===== src/design/drbu_pkg.sv =====
package drbu_pkg;

  localparam int DEFAULT_MAX_WIDTH = 256;

  // configuration port
  localparam int CFG_AW = 3;
  localparam int CFG_DW = 32;
  localparam logic REG_ROW_WIDTH = 1'b0;

  localparam int ROW_WIDTH_W = 9;
  localparam logic [ROW_WIDTH_W-1:0] ROW_WIDTH_RESET = 9'd80;

  localparam logic [1:0] ROW_FIRST = 2'd0;
  localparam logic [1:0] ROW_LAST = 2'd3;

  // utf-8 bytes of a braille code point U+2800 + mask, and newline
  localparam logic [7:0] BYTE_LEAD = 8'hE2;
  localparam logic [7:0] BYTE_MID_BASE = 8'hA0;
  localparam logic [7:0] BYTE_LOW_BASE = 8'h80;
  localparam logic [7:0] BYTE_NL = 8'h0A;

  localparam logic [1:0] IDX_LEAD = 2'd0;
  localparam logic [1:0] IDX_MID = 2'd1;
  localparam logic [1:0] IDX_LOW = 2'd2;
  localparam logic [1:0] IDX_NL = 2'd3;

  // one group of result bytes handed to the byte sequencer
  typedef struct packed {
    logic       has_cell;
    logic       nl;
    logic [7:0] mask;
  } grp_t;

  // left column rows 0..3 -> 0x01 0x02 0x04 0x40, right -> 0x08 0x10 0x20 0x80
  function automatic logic [7:0] cell_mask(input logic [3:0] left, input logic [3:0] right);
    cell_mask = {right[3], left[3], right[2], right[1], right[0], left[2], left[1], left[0]};
  endfunction

endpackage


===== src/design/drbu_ifs.sv =====
interface drbu_in_if;
  logic valid;
  logic ready;
  logic dot;
  logic image_start;

  modport source(output valid, output dot, output image_start, input ready);
  modport sink(input valid, input dot, input image_start, output ready);
endinterface

interface drbu_out_if;
  logic       valid;
  logic       ready;
  logic [7:0] out_byte;
  logic       last_byte;

  modport source(output valid, output out_byte, output last_byte, input ready);
  modport sink(input valid, input out_byte, input last_byte, output ready);
endinterface


===== src/design/drbu_line_store.sv =====
module drbu_line_store #(
  parameter int DEPTH = drbu_pkg::DEFAULT_MAX_WIDTH,
  parameter int AW = $clog2(DEPTH)
) (
  input  logic          clk,
  input  logic          wr_en,
  input  logic [AW-1:0] wr_addr,
  input  logic [2:0]    wr_data,
  input  logic          rd_en,
  input  logic [AW-1:0] rd_addr,
  output logic [2:0]    rd_data
);

  logic [2:0] mem [DEPTH];
  logic [2:0] rd_data_r;

  always_ff @(posedge clk) begin
    if (wr_en) begin
      mem[wr_addr] <= wr_data;
    end
  end

  always_ff @(posedge clk) begin
    if (rd_en) begin
      rd_data_r <= mem[rd_addr];
    end
  end

  assign rd_data = rd_data_r;

endmodule


===== src/design/drbu_byte_seq.sv =====
module drbu_byte_seq (
  input  logic                clk,
  input  logic                rst_n,
  input  logic                ld_valid,
  input  drbu_pkg::grp_t      ld_grp,
  output logic                free,
  drbu_out_if.source          out_ch
);

  logic       v_r, v_nxt;
  logic       cell_r;
  logic       nl_r;
  logic [7:0] mask_r;
  logic [1:0] idx_r, idx_nxt;
  logic       is_last;
  logic       take;
  logic       load;

  always_comb begin
    if (cell_r) begin
      is_last = nl_r ? (idx_r == drbu_pkg::IDX_NL) : (idx_r == drbu_pkg::IDX_LOW);
    end else begin
      is_last = 1'b1;
    end
  end

  always_comb begin
    out_ch.out_byte = drbu_pkg::BYTE_NL;
    if (cell_r) begin
      unique case (idx_r)
        drbu_pkg::IDX_LEAD: out_ch.out_byte = drbu_pkg::BYTE_LEAD;
        drbu_pkg::IDX_MID:  out_ch.out_byte = drbu_pkg::BYTE_MID_BASE | {6'd0, mask_r[7:6]};
        drbu_pkg::IDX_LOW:  out_ch.out_byte = drbu_pkg::BYTE_LOW_BASE | {2'd0, mask_r[5:0]};
        drbu_pkg::IDX_NL:   out_ch.out_byte = drbu_pkg::BYTE_NL;
        default:            out_ch.out_byte = drbu_pkg::BYTE_NL;
      endcase
    end
  end

  assign out_ch.valid = v_r;
  assign out_ch.last_byte = is_last;
  assign take = v_r && out_ch.ready;
  assign free = !v_r || (take && is_last);
  assign load = ld_valid && free;

  always_comb begin
    v_nxt = v_r;
    idx_nxt = idx_r;
    if (load) begin
      v_nxt = 1'b1;
      idx_nxt = drbu_pkg::IDX_LEAD;
    end else if (take) begin
      if (is_last) begin
        v_nxt = 1'b0;
      end else begin
        idx_nxt = idx_r + 2'd1;
      end
    end
  end

  always_ff @(posedge clk) begin
    if (!rst_n) begin
      v_r <= 1'b0;
      idx_r <= drbu_pkg::IDX_LEAD;
    end else begin
      v_r <= v_nxt;
      idx_r <= idx_nxt;
    end
  end

  always_ff @(posedge clk) begin
    if (load) begin
      cell_r <= ld_grp.has_cell;
      nl_r <= ld_grp.nl;
      mask_r <= ld_grp.mask;
    end
  end

  // a newline-only group is a single byte
  a_nl_only_one_byte: assert property (@(posedge clk) disable iff (!rst_n)
    v_r && !cell_r |-> idx_r == drbu_pkg::IDX_LEAD)
    else $error("newline-only group past its first byte");

  a_cell_no_nl_three_bytes: assert property (@(posedge clk) disable iff (!rst_n)
    v_r && cell_r && !nl_r |-> idx_r != drbu_pkg::IDX_NL)
    else $error("cell group without newline reached newline slot");

  a_load_only_when_free: assert property (@(posedge clk) disable iff (!rst_n)
    v_r && !out_ch.ready |=> v_r && $stable(idx_r))
    else $error("pending group dropped while output stalled");

endmodule


===== src/design/dot_raster_to_braille_utf8_unit.sv =====
// latency: a pixel passes through stage 1 and the byte sequencer before its first result byte is offered
// throughput: one pixel per cycle on rows 0..2 of a band; on the fourth row
//   the single output byte port sets the rate: 3 bytes per cell pair plus a
//   newline at row end
// reset: synchronous active-low rst_n clears counters, valid flags and sets
//   row_width to 80; the line store is not cleared and needs no clearing pass
module dot_raster_to_braille_utf8_unit #(
  parameter int MAX_WIDTH = drbu_pkg::DEFAULT_MAX_WIDTH
) (
  input  logic                        clk,
  input  logic                        rst_n,
  drbu_in_if.sink                     in_ch,
  drbu_out_if.source                  out_ch,
  input  logic                        psel,
  input  logic                        penable,
  input  logic                        pwrite,
  input  logic [drbu_pkg::CFG_AW-1:0] paddr,
  input  logic [drbu_pkg::CFG_DW-1:0] pwdata,
  output logic [drbu_pkg::CFG_DW-1:0] prdata,
  output logic                        pready
);

  localparam int CW = (MAX_WIDTH > 1) ? $clog2(MAX_WIDTH) : 1;
  localparam int EW = (CW + 1 > drbu_pkg::ROW_WIDTH_W) ? CW + 1 : drbu_pkg::ROW_WIDTH_W;

  // configuration
  logic [drbu_pkg::ROW_WIDTH_W-1:0] row_width_r;
  logic                             cfg_wr;

  assign pready = 1'b1;
  assign cfg_wr = psel && penable && pwrite && (paddr[2] == drbu_pkg::REG_ROW_WIDTH);

  always_ff @(posedge clk) begin
    if (!rst_n) begin
      row_width_r <= drbu_pkg::ROW_WIDTH_RESET;
    end else if (cfg_wr) begin
      row_width_r <= pwdata[drbu_pkg::ROW_WIDTH_W-1:0];
    end
  end

  always_comb begin
    prdata = '0;
    if (paddr[2] == drbu_pkg::REG_ROW_WIDTH) begin
      prdata = drbu_pkg::CFG_DW'(row_width_r);
    end
  end

  // effective width, clamped to 2..MAX_WIDTH
  logic [EW-1:0] rw_ext;
  logic [EW-1:0] eff_w;

  assign rw_ext = EW'(row_width_r);

  always_comb begin
    priority if (rw_ext < EW'(2)) begin
      eff_w = EW'(2);
    end else if (rw_ext > EW'(MAX_WIDTH)) begin
      eff_w = EW'(MAX_WIDTH);
    end else begin
      eff_w = rw_ext;
    end
  end

  // front: position counters
  logic [CW-1:0] col_r;
  logic [1:0]    row_r;
  logic [CW-1:0] c0;
  logic [1:0]    row0;
  logic [EW-1:0] c0_inc;
  logic          last0;
  logic          accept;

  assign c0 = in_ch.image_start ? '0 : col_r;
  assign row0 = in_ch.image_start ? drbu_pkg::ROW_FIRST : row_r;
  assign c0_inc = EW'(c0) + EW'(1);
  assign last0 = (c0_inc >= eff_w);

  // stage 1 holds one pixel with its store entry
  logic          s1_valid_r;
  logic [CW-1:0] s1_addr_r;
  logic [1:0]    s1_row_r;
  logic          s1_dot_r;
  logic          s1_last_r;
  logic          s1_inw_r;
  logic          s1_adv;
  logic          need_grp;
  logic          seq_free;

  assign in_ch.ready = !s1_valid_r || s1_adv;
  assign accept = in_ch.valid && in_ch.ready;

  always_ff @(posedge clk) begin
    if (!rst_n) begin
      col_r <= '0;
      row_r <= drbu_pkg::ROW_FIRST;
    end else if (accept) begin
      col_r <= last0 ? '0 : c0_inc[CW-1:0];
      row_r <= last0 ? row0 + 2'd1 : row0;
    end
  end

  always_ff @(posedge clk) begin
    if (!rst_n) begin
      s1_valid_r <= 1'b0;
    end else if (accept) begin
      s1_valid_r <= 1'b1;
    end else if (s1_adv) begin
      s1_valid_r <= 1'b0;
    end
  end

  always_ff @(posedge clk) begin
    if (accept) begin
      s1_addr_r <= c0;
      s1_row_r <= row0;
      s1_dot_r <= in_ch.dot;
      s1_last_r <= last0;
      s1_inw_r <= (EW'(c0) < eff_w);
    end
  end

  // line store with bypass of a write to the address read at the same edge
  logic       st_wr_en;
  logic [2:0] st_wr_data;
  logic [2:0] st_rd_data;
  logic       fwd_r;
  logic [2:0] fwd_data_r;
  logic [2:0] stored;

  drbu_line_store #(
    .DEPTH(MAX_WIDTH),
    .AW(CW)
  ) u_store (
    .clk(clk),
    .wr_en(st_wr_en),
    .wr_addr(s1_addr_r),
    .wr_data(st_wr_data),
    .rd_en(accept),
    .rd_addr(c0),
    .rd_data(st_rd_data)
  );

  always_ff @(posedge clk) begin
    if (accept) begin
      fwd_r <= st_wr_en && (s1_addr_r == c0);
      fwd_data_r <= st_wr_data;
    end
  end

  assign stored = fwd_r ? fwd_data_r : st_rd_data;

  always_comb begin
    if (s1_row_r == drbu_pkg::ROW_FIRST) begin
      st_wr_data = {2'b00, s1_dot_r};
    end else begin
      st_wr_data = stored | (3'(s1_dot_r) << s1_row_r);
    end
  end

  assign st_wr_en = s1_adv && (s1_row_r != drbu_pkg::ROW_LAST);

  // fourth row: pair columns into cells
  logic [3:0]     col_dots;
  logic [3:0]     left_r;
  drbu_pkg::grp_t grp;

  assign col_dots = {s1_dot_r, stored};

  always_comb begin
    grp.has_cell = (s1_row_r == drbu_pkg::ROW_LAST) && s1_addr_r[0] && s1_inw_r;
    grp.nl = (s1_row_r == drbu_pkg::ROW_LAST) && s1_last_r;
    grp.mask = drbu_pkg::cell_mask(left_r, col_dots);
  end

  assign need_grp = grp.has_cell || grp.nl;
  assign s1_adv = s1_valid_r && (!need_grp || seq_free);

  always_ff @(posedge clk) begin
    if (!rst_n) begin
      left_r <= '0;
    end else if (s1_adv && (s1_row_r == drbu_pkg::ROW_LAST) && !s1_addr_r[0]
                 && !s1_last_r) begin
      left_r <= col_dots;
    end
  end

  drbu_byte_seq u_seq (
    .clk(clk),
    .rst_n(rst_n),
    .ld_valid(s1_valid_r && need_grp),
    .ld_grp(grp),
    .free(seq_free),
    .out_ch(out_ch)
  );

  a_accept_fills_s1: assert property (@(posedge clk) disable iff (!rst_n)
    accept |=> s1_valid_r)
    else $error("accepted pixel missing from stage 1");

  a_col_in_store: assert property (@(posedge clk) disable iff (!rst_n)
    EW'(col_r) < EW'(MAX_WIDTH))
    else $error("column counter beyond line store");

  a_counters_hold: assert property (@(posedge clk) disable iff (!rst_n)
    !accept |=> $stable(row_r) && $stable(col_r))
    else $error("position moved without a transaction");

endmodule


===== src/flat_wrapper.sv =====
// flat-port wrapper written by rule: the top's interface ports become plain ports
module dot_raster_to_braille_utf8_unit_flat 
#(
  parameter int MAX_WIDTH = drbu_pkg::DEFAULT_MAX_WIDTH
)
  (clk, rst_n, psel, penable, pwrite, paddr, pwdata, prdata, pready, in_ch_valid, in_ch_dot, in_ch_image_start, in_ch_ready, out_ch_valid, out_ch_out_byte, out_ch_last_byte, out_ch_ready);
  drbu_in_if in_ch_i ();
  drbu_out_if out_ch_i ();
  input  logic clk;
  input  logic rst_n;
  input  logic psel;
  input  logic penable;
  input  logic pwrite;
  input  logic [drbu_pkg::CFG_AW-1:0] paddr;
  input  logic [drbu_pkg::CFG_DW-1:0] pwdata;
  output logic [drbu_pkg::CFG_DW-1:0] prdata;
  output logic pready;
  input wire logic [$bits(in_ch_i.valid)-1:0] in_ch_valid;
  input wire logic [$bits(in_ch_i.dot)-1:0] in_ch_dot;
  input wire logic [$bits(in_ch_i.image_start)-1:0] in_ch_image_start;
  output wire logic [$bits(in_ch_i.ready)-1:0] in_ch_ready;
  output wire logic [$bits(out_ch_i.valid)-1:0] out_ch_valid;
  output wire logic [$bits(out_ch_i.out_byte)-1:0] out_ch_out_byte;
  output wire logic [$bits(out_ch_i.last_byte)-1:0] out_ch_last_byte;
  input wire logic [$bits(out_ch_i.ready)-1:0] out_ch_ready;
  assign in_ch_i.valid = in_ch_valid;
  assign in_ch_i.dot = in_ch_dot;
  assign in_ch_i.image_start = in_ch_image_start;
  assign in_ch_ready = in_ch_i.ready;
  assign out_ch_valid = out_ch_i.valid;
  assign out_ch_out_byte = out_ch_i.out_byte;
  assign out_ch_last_byte = out_ch_i.last_byte;
  assign out_ch_i.ready = out_ch_ready;
  dot_raster_to_braille_utf8_unit #(.MAX_WIDTH(MAX_WIDTH)) u_core (.clk(clk), .rst_n(rst_n), .in_ch(in_ch_i), .out_ch(out_ch_i), .psel(psel), .penable(penable), .pwrite(pwrite), .paddr(paddr), .pwdata(pwdata), .prdata(prdata), .pready(pready));
endmodule

===== config.mk =====
export PLATFORM = sky130hd
export DESIGN_NAME = dot_raster_to_braille_utf8_unit_flat
export DESIGN_NICKNAME = d
export VERILOG_FILES = /design/src/design/drbu_pkg.sv /design/src/design/drbu_ifs.sv /design/src/design/drbu_line_store.sv /design/src/design/drbu_byte_seq.sv /design/src/design/dot_raster_to_braille_utf8_unit.sv /design/src/flat_wrapper.sv
export SDC_FILE = /design/constraint.sdc
export NUM_CORES = 1
export LEC_CHECK = 0
export ABC_CLOCK_PERIOD_IN_PS = 25500
export BUFFER_PORTS_ARGS = -buffer_cell sky130_fd_sc_hd__clkbuf_2
export CORE_MARGIN = 2
export CORE_UTILIZATION = 64
export DETAILED_ROUTE_END_ITERATION = 10
export GPL_TIMING_DRIVEN = 0
export PLACE_DENSITY = 0.81
export SYNTH_ARGS = -nofsm -noshare
export SYNTH_HDL_FRONTEND = slang
export SYNTH_SLANG_ARGS = --single-unit
export TNS_END_PERCENT = 5

===== constraint.sdc =====
create_clock -name clk -period 25.5 [get_ports clk]
set_clock_uncertainty 0.2 [all_clocks]
set_input_delay 3.825 -clock clk [delete_from_list [all_inputs] [get_ports clk]]
set_output_delay 3.825 -clock clk [all_outputs]
set_load 0.02 [all_outputs]

Word-level counts from Yosys, hierarchy flattened --
Memory sizes are Yosys's and may differ from the RTL's. A register that Yosys moved wholly into a read port is not among the register bits. Index checks and enable logic that the tools add are counted.
Word-level totals: memories kept 1, memory bits (read-only) 0, bits in writable memories 768, logic and storage cells 90, register bits 54, bits in latches 0
Memories:
- u_core.u_store.mem | depth 256, bits a word 3, read ports 1, clocked after Yosys merged registers in 1, wr ports 1, line drbu_line_store.sv:14 | logic [2:0] mem [DEPTH];
Cells by class: div/mod/pow operators 0, add/sub/neg operators 3, mux-type cells 20, $mul 0, reductions and logical operators 34, eq/ne operators 6, magnitude comparators 4, shift-type cells 1, bitwise operators 4
Operators by type and width (count):
- one-hot mux 8 bit (4 select lines) | 1
- 2-to-1 mux 9 bit | 3
- 2-to-1 mux 8 bit | 3
- logical AND 1 bit | 17
- adder 8 x 1 -> 9 bit (second input constant) | 1
- greater-or-equal comparator 9 bit | 1
- > comparator 9 bit (second input constant) | 1
- < comparator 8 x 9 -> 1 bit | 1
- < comparator 9 x 2 -> 1 bit (second input constant) | 1
- 2-to-1 mux 1 bit | 9
- == test 8 bit | 1
- == test 2 bit (second input constant) | 3
- 2-to-1 mux 3 bit | 2
- nonzero test 2 bit | 3
- logical NOT 1 bit | 5
- adder 2 x 1 -> 2 bit (second input constant) | 2
- logical NOT 2 bit | 2
- logical OR 1 bit | 4
- 2-to-1 mux 2 bit | 2
- AND reduction 2 bit | 2
- NOT 1 bit | 3
- bitwise OR 3 bit | 1
- << shifter 1 x 2 -> 3 bit | 1
- == test 2 x 1 -> 1 bit (second input constant) | 1
- other kinds (2) | 2

Depth between registers and ports, before layout --
Gate-level depths: netlist (run 1).
depth in word-level cells 10, depth in mapped cells 19, depth with buffers taken out 17

Hierarchy --
Synthesis (run 1) repeated with hierarchy kept, for this count alone.
Second synthesis, totals: cell total of the unflattened synthesis 2055, area total of the unflattened synthesis 34341.7 um2
By module, submodules not included:
- drbu_line_store | seq. area each 23152.2 um2, times used 1, cells each 1713, area each 31068.5 um2
- dot_raster_to_braille_utf8_unit | seq. area each 991.0 um2, times used 1, cells each 291, area each 2645.0 um2
- drbu_byte_seq | seq. area each 360.3 um2, times used 1, cells each 51, area each 628.1 um2

Worst setup path after synthesis (run 1) --
OpenSTA, ideal clock, no wires.
path type reg2reg, from register u_core.s1_row_r[1], to register u_core.fwd_data_r[1], data pin, setup slack 16.259 ns, data arrival time 7.455 ns, data required time 23.715 ns, buffers on the path 0, clock period less this slack 9.241 ns, setup time 1.585 ns, cell stages (with the launch flop) 3, cell sequence edfxtp_1 > nand2b_1 > a21oi_1
On the way: longest elaborated chain between the ends 3, elaborated cells on any way between the ends 4
Ends and longest elaborated chain:
- start, declared | line dot_raster_to_braille_utf8_unit.sv:81 | logic [1:0] s1_row_r;
- start signal, assigned | line dot_raster_to_braille_utf8_unit.sv:115 | s1_row_r <= row0;
- << shifter 1 x 2 -> 3 bit | line dot_raster_to_braille_utf8_unit.sv:156 | st_wr_data = stored | (3'(s1_dot_r) << s1_row_r);
- bitwise OR 3 bit | line dot_raster_to_braille_utf8_unit.sv:156
- 2-to-1 mux 3 bit * | line dot_raster_to_braille_utf8_unit.sv:153 | if (s1_row_r == drbu_pkg::ROW_FIRST) begin
- via u_core.st_wr_data[1] | line dot_raster_to_braille_utf8_unit.sv:124 | logic [2:0] st_wr_data;
- end signal, assigned | line dot_raster_to_braille_utf8_unit.sv:146 | fwd_data_r <= st_wr_data;
- end, declared | line dot_raster_to_braille_utf8_unit.sv:127 | logic [2:0] fwd_data_r;
Mark *: on every way through the listed nets, which the timed path passes. The rest lies on a longest branch. A chain may end at the register's enable or synchronous reset.

Worst setup path after layout (run 1) --
from input out_ch_ready, to output in_ch_ready
On the way: longest elaborated chain between the ends 6
Ends and longest elaborated chain:
- start, declared | line flat_wrapper.sv:25 | input wire logic [$bits(out_ch_i.ready)-1:0] out_ch_ready;
- logical AND 1 bit | line drbu_byte_seq.sv:42 | assign take = v_r && out_ch.ready;
- logical AND 1 bit | line drbu_byte_seq.sv:43 | assign free = !v_r || (take && is_last);
- logical OR 1 bit | line drbu_byte_seq.sv:43
- logical OR 1 bit | line dot_raster_to_braille_utf8_unit.sv:176 | assign s1_adv = s1_valid_r && (!need_grp || seq_free);
- logical AND 1 bit | line dot_raster_to_braille_utf8_unit.sv:176
- logical OR 1 bit | line dot_raster_to_braille_utf8_unit.sv:89 | assign in_ch.ready = !s1_valid_r || s1_adv;
- end, declared | line flat_wrapper.sv:21 | output wire logic [$bits(in_ch_i.ready)-1:0] in_ch_ready;
No other way between the ends.

==> impl_metrics.yaml, run 1 <==
status:
  status: "completed"
cts:
  cts_buffers: 81
  clock-sinks: 825
  clock_latency_ns: 0.65
  cts_tree: "yes"
  clock_path_buffers: 3
  cts_setup_buffers: 0
  clk_pin_slew_ns: 0.06
  cts-root-buf: "clkbuf_16"
  h-tree-depth: 3
  cts-resized-gates: 0
  cts_hold_buf: 0
floorplan:
  rows: 85
  io_pins: 88
  die_w_um: 236
  initial_core_util_pct: 64.5
  core_um2: 53600
  fp.dieH_um: 236
  dieArea_um2: 55900
detailed_routing:
  drt_first_pass_iters: 6
  drt_wl_total_mm: 106
  wl_per_cell_um: 32.7
  drtIter0Drc: 4206
  drc: 0
  viasPerCell: 7.06
  antenna_left: 0
  vias: 22800
logic_synthesis:
  yosysWarnings: 0
  syn_inst: 2304
  avgSynthCellArea_um2: 15.0
  yosysSeqAreaShare_pct: 70.8
  ys_ff_latch: 825
  synthTopCellsByArea: "edfxtp_1 69%, mux4_2 4.8%, nor2_1 3.3%, mux2i_1 3.0%, nand2_1 2.5%"
  yosysTopAreaCell: "edfxtp_1"
  netlist_area_um2: 34600
  synth_edf_count: 798
  yosys_most_used_dff: "edfxtp_1"
  async_reset_ff_share_pct: 0
  yosysUniqueCellTypes: 85
  synth_top_area_share_pct: 69.3
run:
  cap_violations: 0
placed_design:
  pre_cts_ws_ns: 16.89
  place_congestion: 1.03
  hpwl_mm: 72.0
  io_buffers: 38
timing:
  fin_tns_setup_ns: 0
  fin_ws_ns: 16.87
  hold-worst-slack_ns: 0.247
  setup_viol: 0
  rsz0062_at_grt: "false"
  finalMaxSlewViolations: 0
  slew_headroom_pct: 5.60
  finalCriticalPeriod_ns: 8.63
  fin_crit_sh_pct: 33.8
  fmax_mhz: 116
  worst_slew_pin_slew_ns: 1.42
  final_hold_viol_count: 0
hold_path:
  hold_path.class: "reg -> reg"
global_route:
  use_met3_pct: 11.5
  grt_max_degree: 148
  busiest_layer: "met2"
  grt_util_met2_pct: 55.5
  grt_pass1_wl_mm: 150
  grt.total_usage_pct: 38.0
  gr-total-overflow: 0
  grt_pass1_vias: 21600
  antenna_found_initial: 1
  met1_usage_pct: 52.8
worst_setup_path:
  crit_required_ns: 21.48
  cp.arrival_ns: 4.60
  path_max_fanout: 4
  setup.worst_path.end_class: "primary output"
  crit_type: "in -> out"
  cp-start-kind: "input pin"
pwr:
  vdd_drop_max_uv: 65.3
  cellPowerDensity_nw_per_um2: 72.7
  power_leakage_nw: 12.4
  total_power_mw: 2.82
layout:
  seqCellArea_um2: 24500
  drive_gt1_share_pct: 15.3
  synthToLayoutAreaGrowth_pct: 12.0
  fillers: 3217
  nets: 2529
  multi_input_area_um2: 9080
==> metrics by stage <==
stage | instance area [um^2] | cells | util [%]
final | 38700 | 3228 | 72.3
after detailed placement | 36200 | 3076 | 67.5
after floorplan | 34700 | 2326 | -
after global placement | 35700 | 3060 | 66.7
after global routing | 38700 | 3227 | 72.3
after CTS | 38700 | 3227 | 72.3
==> cell type report <==
type                       count  area share [%]
sequential                   825            63.3
multi-input combinational   1307            23.4
clock buffer                  93            5.40
buffer                       169            2.65
tap                          696            2.25
timing repair buffer          54            1.47
clock inverter                58            1.24
inverter                      25           0.275
antenna                        1         0.00646
==> power breakdown <==
| part | total (mW) | internal, mW | switching, mW |
|---|---|---|---|
| Sequential | 1.50 | 1.50 | 0.00236 |
| Clock | 1.17 | 0.654 | 0.517 |
| Combinational | 0.143 | 0.0429 | 0.100 |
==> critical path, cell delays in order <==
cell,delay [ns]
clkbuf_2,0.09
a21boi_0,0.34
nand2_1,0.16
clkbuf_2,0.19
==> cells by family after synthesis <==
family          synth area share, %
compound gates                 6.46
other cells                  0.0217
xor+xnor                      0.329
flops                          70.8
buf+inv                        3.27
simple gates                   9.00
fa+ha+maj                     0.796
mux                            9.30
==> synthesized netlist by cell type (7+ instances only) <==
library cell  number
buf_2             36
buf_6             16
mux4_1            11
buf_4             41
o221ai_1          23
a21boi_0          20
nand3_1           66
o21ai_0           39
a22oi_1           15
xnor2_1            9
dfxtp_1           27
nand4_1           20
mux2i_1          103
a211oi_1          16
a221oi_1           7
a32oi_1           15
nor3_1            25
nand2b_1           8
clkbuf_1          65
a21oi_1           67
nor2b_1           33
o21a_1             9
mux4_2            73
ha_1              22
mux2_2            20
o22ai_1           25
a31oi_1           20
nor2_1           301
inv_1             20
nand2_1          229
edfxtp_1         798
nor4_1             8
o211ai_1          12
==> layer usage <==
metal  part of all wire, %  up-vias  wire, um
li1                      -     9119         -
met1                    35    11200     37400
met2                    44     2093     46400
met3                    15      358     16000
met4                   5.5        4      5760
met5                 0.057        -        60
==> final timing paths <==
check,from,depth (start not counted),end,slack (ns)
max,out_ch_ready,4,in_ch_ready,16.87
min,u_core.left_r[3]$_SDFFE_PN0P_,0,u_core.u_seq.mask_r[6]$_DFFE_PP_,0.25
max reg2reg,u_core.col_r[2]$_SDFFE_PN0P_,17,u_core.row_r[1]$_SDFFE_PN0P_,20.20
min reg2reg,u_core.left_r[3]$_SDFFE_PN0P_,0,u_core.u_seq.mask_r[6]$_DFFE_PP_,0.25
==> sequential cells by signal, summed over array words and instances, names as in the netlist <==
signal	count
u_core.u_store.mem	768
u_core.row_width_r	9
u_core.col_r	8
u_core.s1_addr_r	8
u_core.u_seq.mask_r	8
u_core.left_r	4
u_core.fwd_data_r	3
u_core.u_store.rd_data	3
u_core.row_r	2
u_core.s1_row_r	2
u_core.u_seq.idx_r	2
u_core.fwd_r	1
u_core.s1_dot_r	1
u_core.s1_inw_r	1
u_core.s1_last_r	1
u_core.s1_valid_r	1
u_core.u_seq.cell_r	1
u_core.u_seq.nl_r	1
u_core.u_seq.out_ch.valid	1
==> placed cells by master (no fill, tap or decap), drive strengths merged, types with 8 or more instances in the layout <==
cell	instances
a211oi	16
a21boi	21
a21oi	67
a22oi	15
a31oi	20
a32oi	15
buf	120
clkbuf	196
clkinv	41
conb	24
dfxtp	27
edfxtp	798
ha	22
inv	29
mux2	22
mux2i	103
mux4	84
nand2	232
nand2b	10
nand3	66
nand4	20
nor2	303
nor2b	33
nor3	25
nor4	8
o211ai	12
o21a	9
o21ai	40
o221ai	23
o22ai	25
xnor2	9
Power figures use the tool's default switching activity.
==> run 2: changes to the inputs <==
Settings changed: ABC_CLOCK_PERIOD_IN_PS 25500 to 7700, CORE_UTILIZATION 64 to 56, PLACE_DENSITY 0.81 to 0.75.
Clock period 25.5 ns to 7.7 ns, I/O delays scaled along.
==> impl_metrics.yaml, run 2 (synthesis gave the netlist of run 1 again) <==
layout:
  fin_util_pct: 63.1
  drive_gt1_share_pct: 14.9
  design_area_um2: 38700
  layout.cells.non_filler: 3312
  synthToLayoutAreaGrowth_pct: 12.0
  regMostFlops: "u_core.u_store.mem"
  n_antenna_cell: 0
  reg_top3: "u_core.u_store.mem (768), u_core.row_width_r (9)"
  layout_common_cells: "798 x edfxtp_1, 301 x nor2_1, 229 x nand2_1"
  final_common_cell: "edfxtp_1"
  largest_reg_flops: 768
  nets: 2531
worst_setup_path:
  cp.arrival_ns: 5.66
  crit_type: "in -> reg"
  max_stage_delay_ns: 0.78
  path_max_fanout: 12
  cp-start-kind: "input pin"
  crit_required_ns: 8.06
  critPathSlowestCell: "clkbuf_1"
  setup.worst_path.end_class: "flop"
  worstPathCellList: "clkbuf_2, nand2b_1, inv_2, clkbuf_1, ha_1, nand3_1, nor2_1, mux2i_1, ha_1, o21ai_0, a21oi_1, a221o_1, nor2_1, inv_1, a21oi_1, o21ai_0, a21boi_0"
placed_design:
  hpwl_mm: 72.5
  io_buffers: 38
  dp.cells: 3171
  pre_cts_ws_ns: 1.90
  place_area_um2: 36300
  place_congestion: 1.02
global_route:
  grt_max_degree: 137
  antenna_found_initial: 2
  grt_pass1_vias: 22000
  grt.total_usage_pct: 33.5
  grt_pass1_wl_mm: 150
  gr-total-overflow: 0
detailed_routing:
  m1WireLength_mm: 36.2
  antenna_left: 0
  drtIter0Drc: 3810
  drt_wl_total_mm: 106
  wl_met2_mm: 48.7
  drc: 0
  wl_per_cell_um: 32.1
  highest_layer: "met5"
  vias: 22300
  wl_met3_mm: 13.5
  drt_first_pass_iters: 6
  viasPerCell: 6.74
floorplan:
  initial_core_util_pct: 56.4
  die_w_um: 253
  io_pins: 88
  fp.dieH_um: 253
  core_um2: 61400
  rows: 91
  dieArea_um2: 63800
cts:
  clk_pin_slew_ns: 0.06
  cts_setup_buffers: 0
  clock_latency_ns: 0.65
  cts_tree: "yes"
  clock_path_buffers: 3
  clock-sinks: 825
  cts_buffers: 82
  cts_hold_buf: 0
  cts-root-buf: "clkbuf_16"
  h-tree-depth: 3
  cts-resized-gates: 0
hold_path:
  hold_path.class: "reg -> reg"
pwr:
  vdd_drop_max_uv: 242
  power_leakage_nw: 12.4
  cellPowerDensity_nw_per_um2: 238
timing:
  slew_headroom_pct: -8.23
  fin_ws_ns: 2.40
  finalMaxSlewViolations: 12
  final_hold_viol_count: 0
  worst_slew_pin_slew_ns: 1.62
  rsz0062_at_grt: "false"
  setup_viol: 0
  fmax_mhz: 189
  fin_tns_setup_ns: 0
  finalCriticalPeriod_ns: 5.30
  fin_crit_sh_pct: 68.9
status:
  status: "finished with violations"
  violations: "capacitance limit, slew limit"
run:
  cap_violations: 1
[run 2: cell types whose count changed in the layout (fill, tap and decap cells not counted), moves of 3 or more]
cell,before,now
clkinv_4,3,0
clkbuf_1,75,87
clkinvlp_4,7,3
clkinv_1,24,14
[run 2: cell type report]
class                           count  area [um^2]
Inverter                           25          106
Fill cell                        4390        22600
Multi-Input combinational cell   1307         9080
Clock buffer                      105         2160
Sequential cell                   825        24500
Tap cell                          790          988
Buffer                            169         1020
Clock inverter                     36          283
Timing Repair Buffer               55          598
[run 2: where the power goes]
group,switching [mW],internal [mW],total [mW],leakage (nW)
registers,0.00648,4.97,4.98,7.45
clock network,1.66,2.11,3.77,1.19
logic,0.330,0.144,0.474,3.72
[run 2: worst paths after layout]
check                                 from                          endpoint  slack, ns  cells past startpoint
max reg2reg   u_core.col_r[1]$_SDFFE_PN0P_      u_core.row_r[1]$_SDFFE_PN0P_       2.65                     17
max                      in_ch_image_start      u_core.row_r[1]$_SDFFE_PN0P_       2.40                     17
min reg2reg  u_core.left_r[0]$_SDFFE_PN0P_  u_core.u_seq.mask_r[0]$_DFFE_PP_       0.24                      0
min          u_core.left_r[0]$_SDFFE_PN0P_  u_core.u_seq.mask_r[0]$_DFFE_PP_       0.24                      0
[run 2: worst max-delay path, delay by kind of cell]
| kind | cells | cell delay, ns |
|---|---|---|
| simple gates | 4 | 1.00 |
| buf+inv | 4 | 1.42 |
| fa+ha+maj | 2 | 0.66 |
| compound gates | 6 | 1.07 |
| mux | 1 | 0.35 |
[run 2: per-layer routing]
layer | vias to the layer above | GRT usage [%]
met2 | 1797 | 51.8
met5 | - | 0.772
met4 | 4 | 21.0
li1 | 9126 | -
met3 | 413 | 9.95
met1 | 11000 | 41.5
[run 2: stage by stage]
| stage | total power [mW] | hold WS [ns] |
|---|---|---|
| final | 9.22 | 0.239 |
| after global routing | 9.41 | 0.252 |
| after CTS | 9.22 | 0.240 |
| after detailed placement | 5.53 | 0.221 |
| after global placement | 5.53 | 0.220 |
| after floorplan | 5.35 | 0.208 |
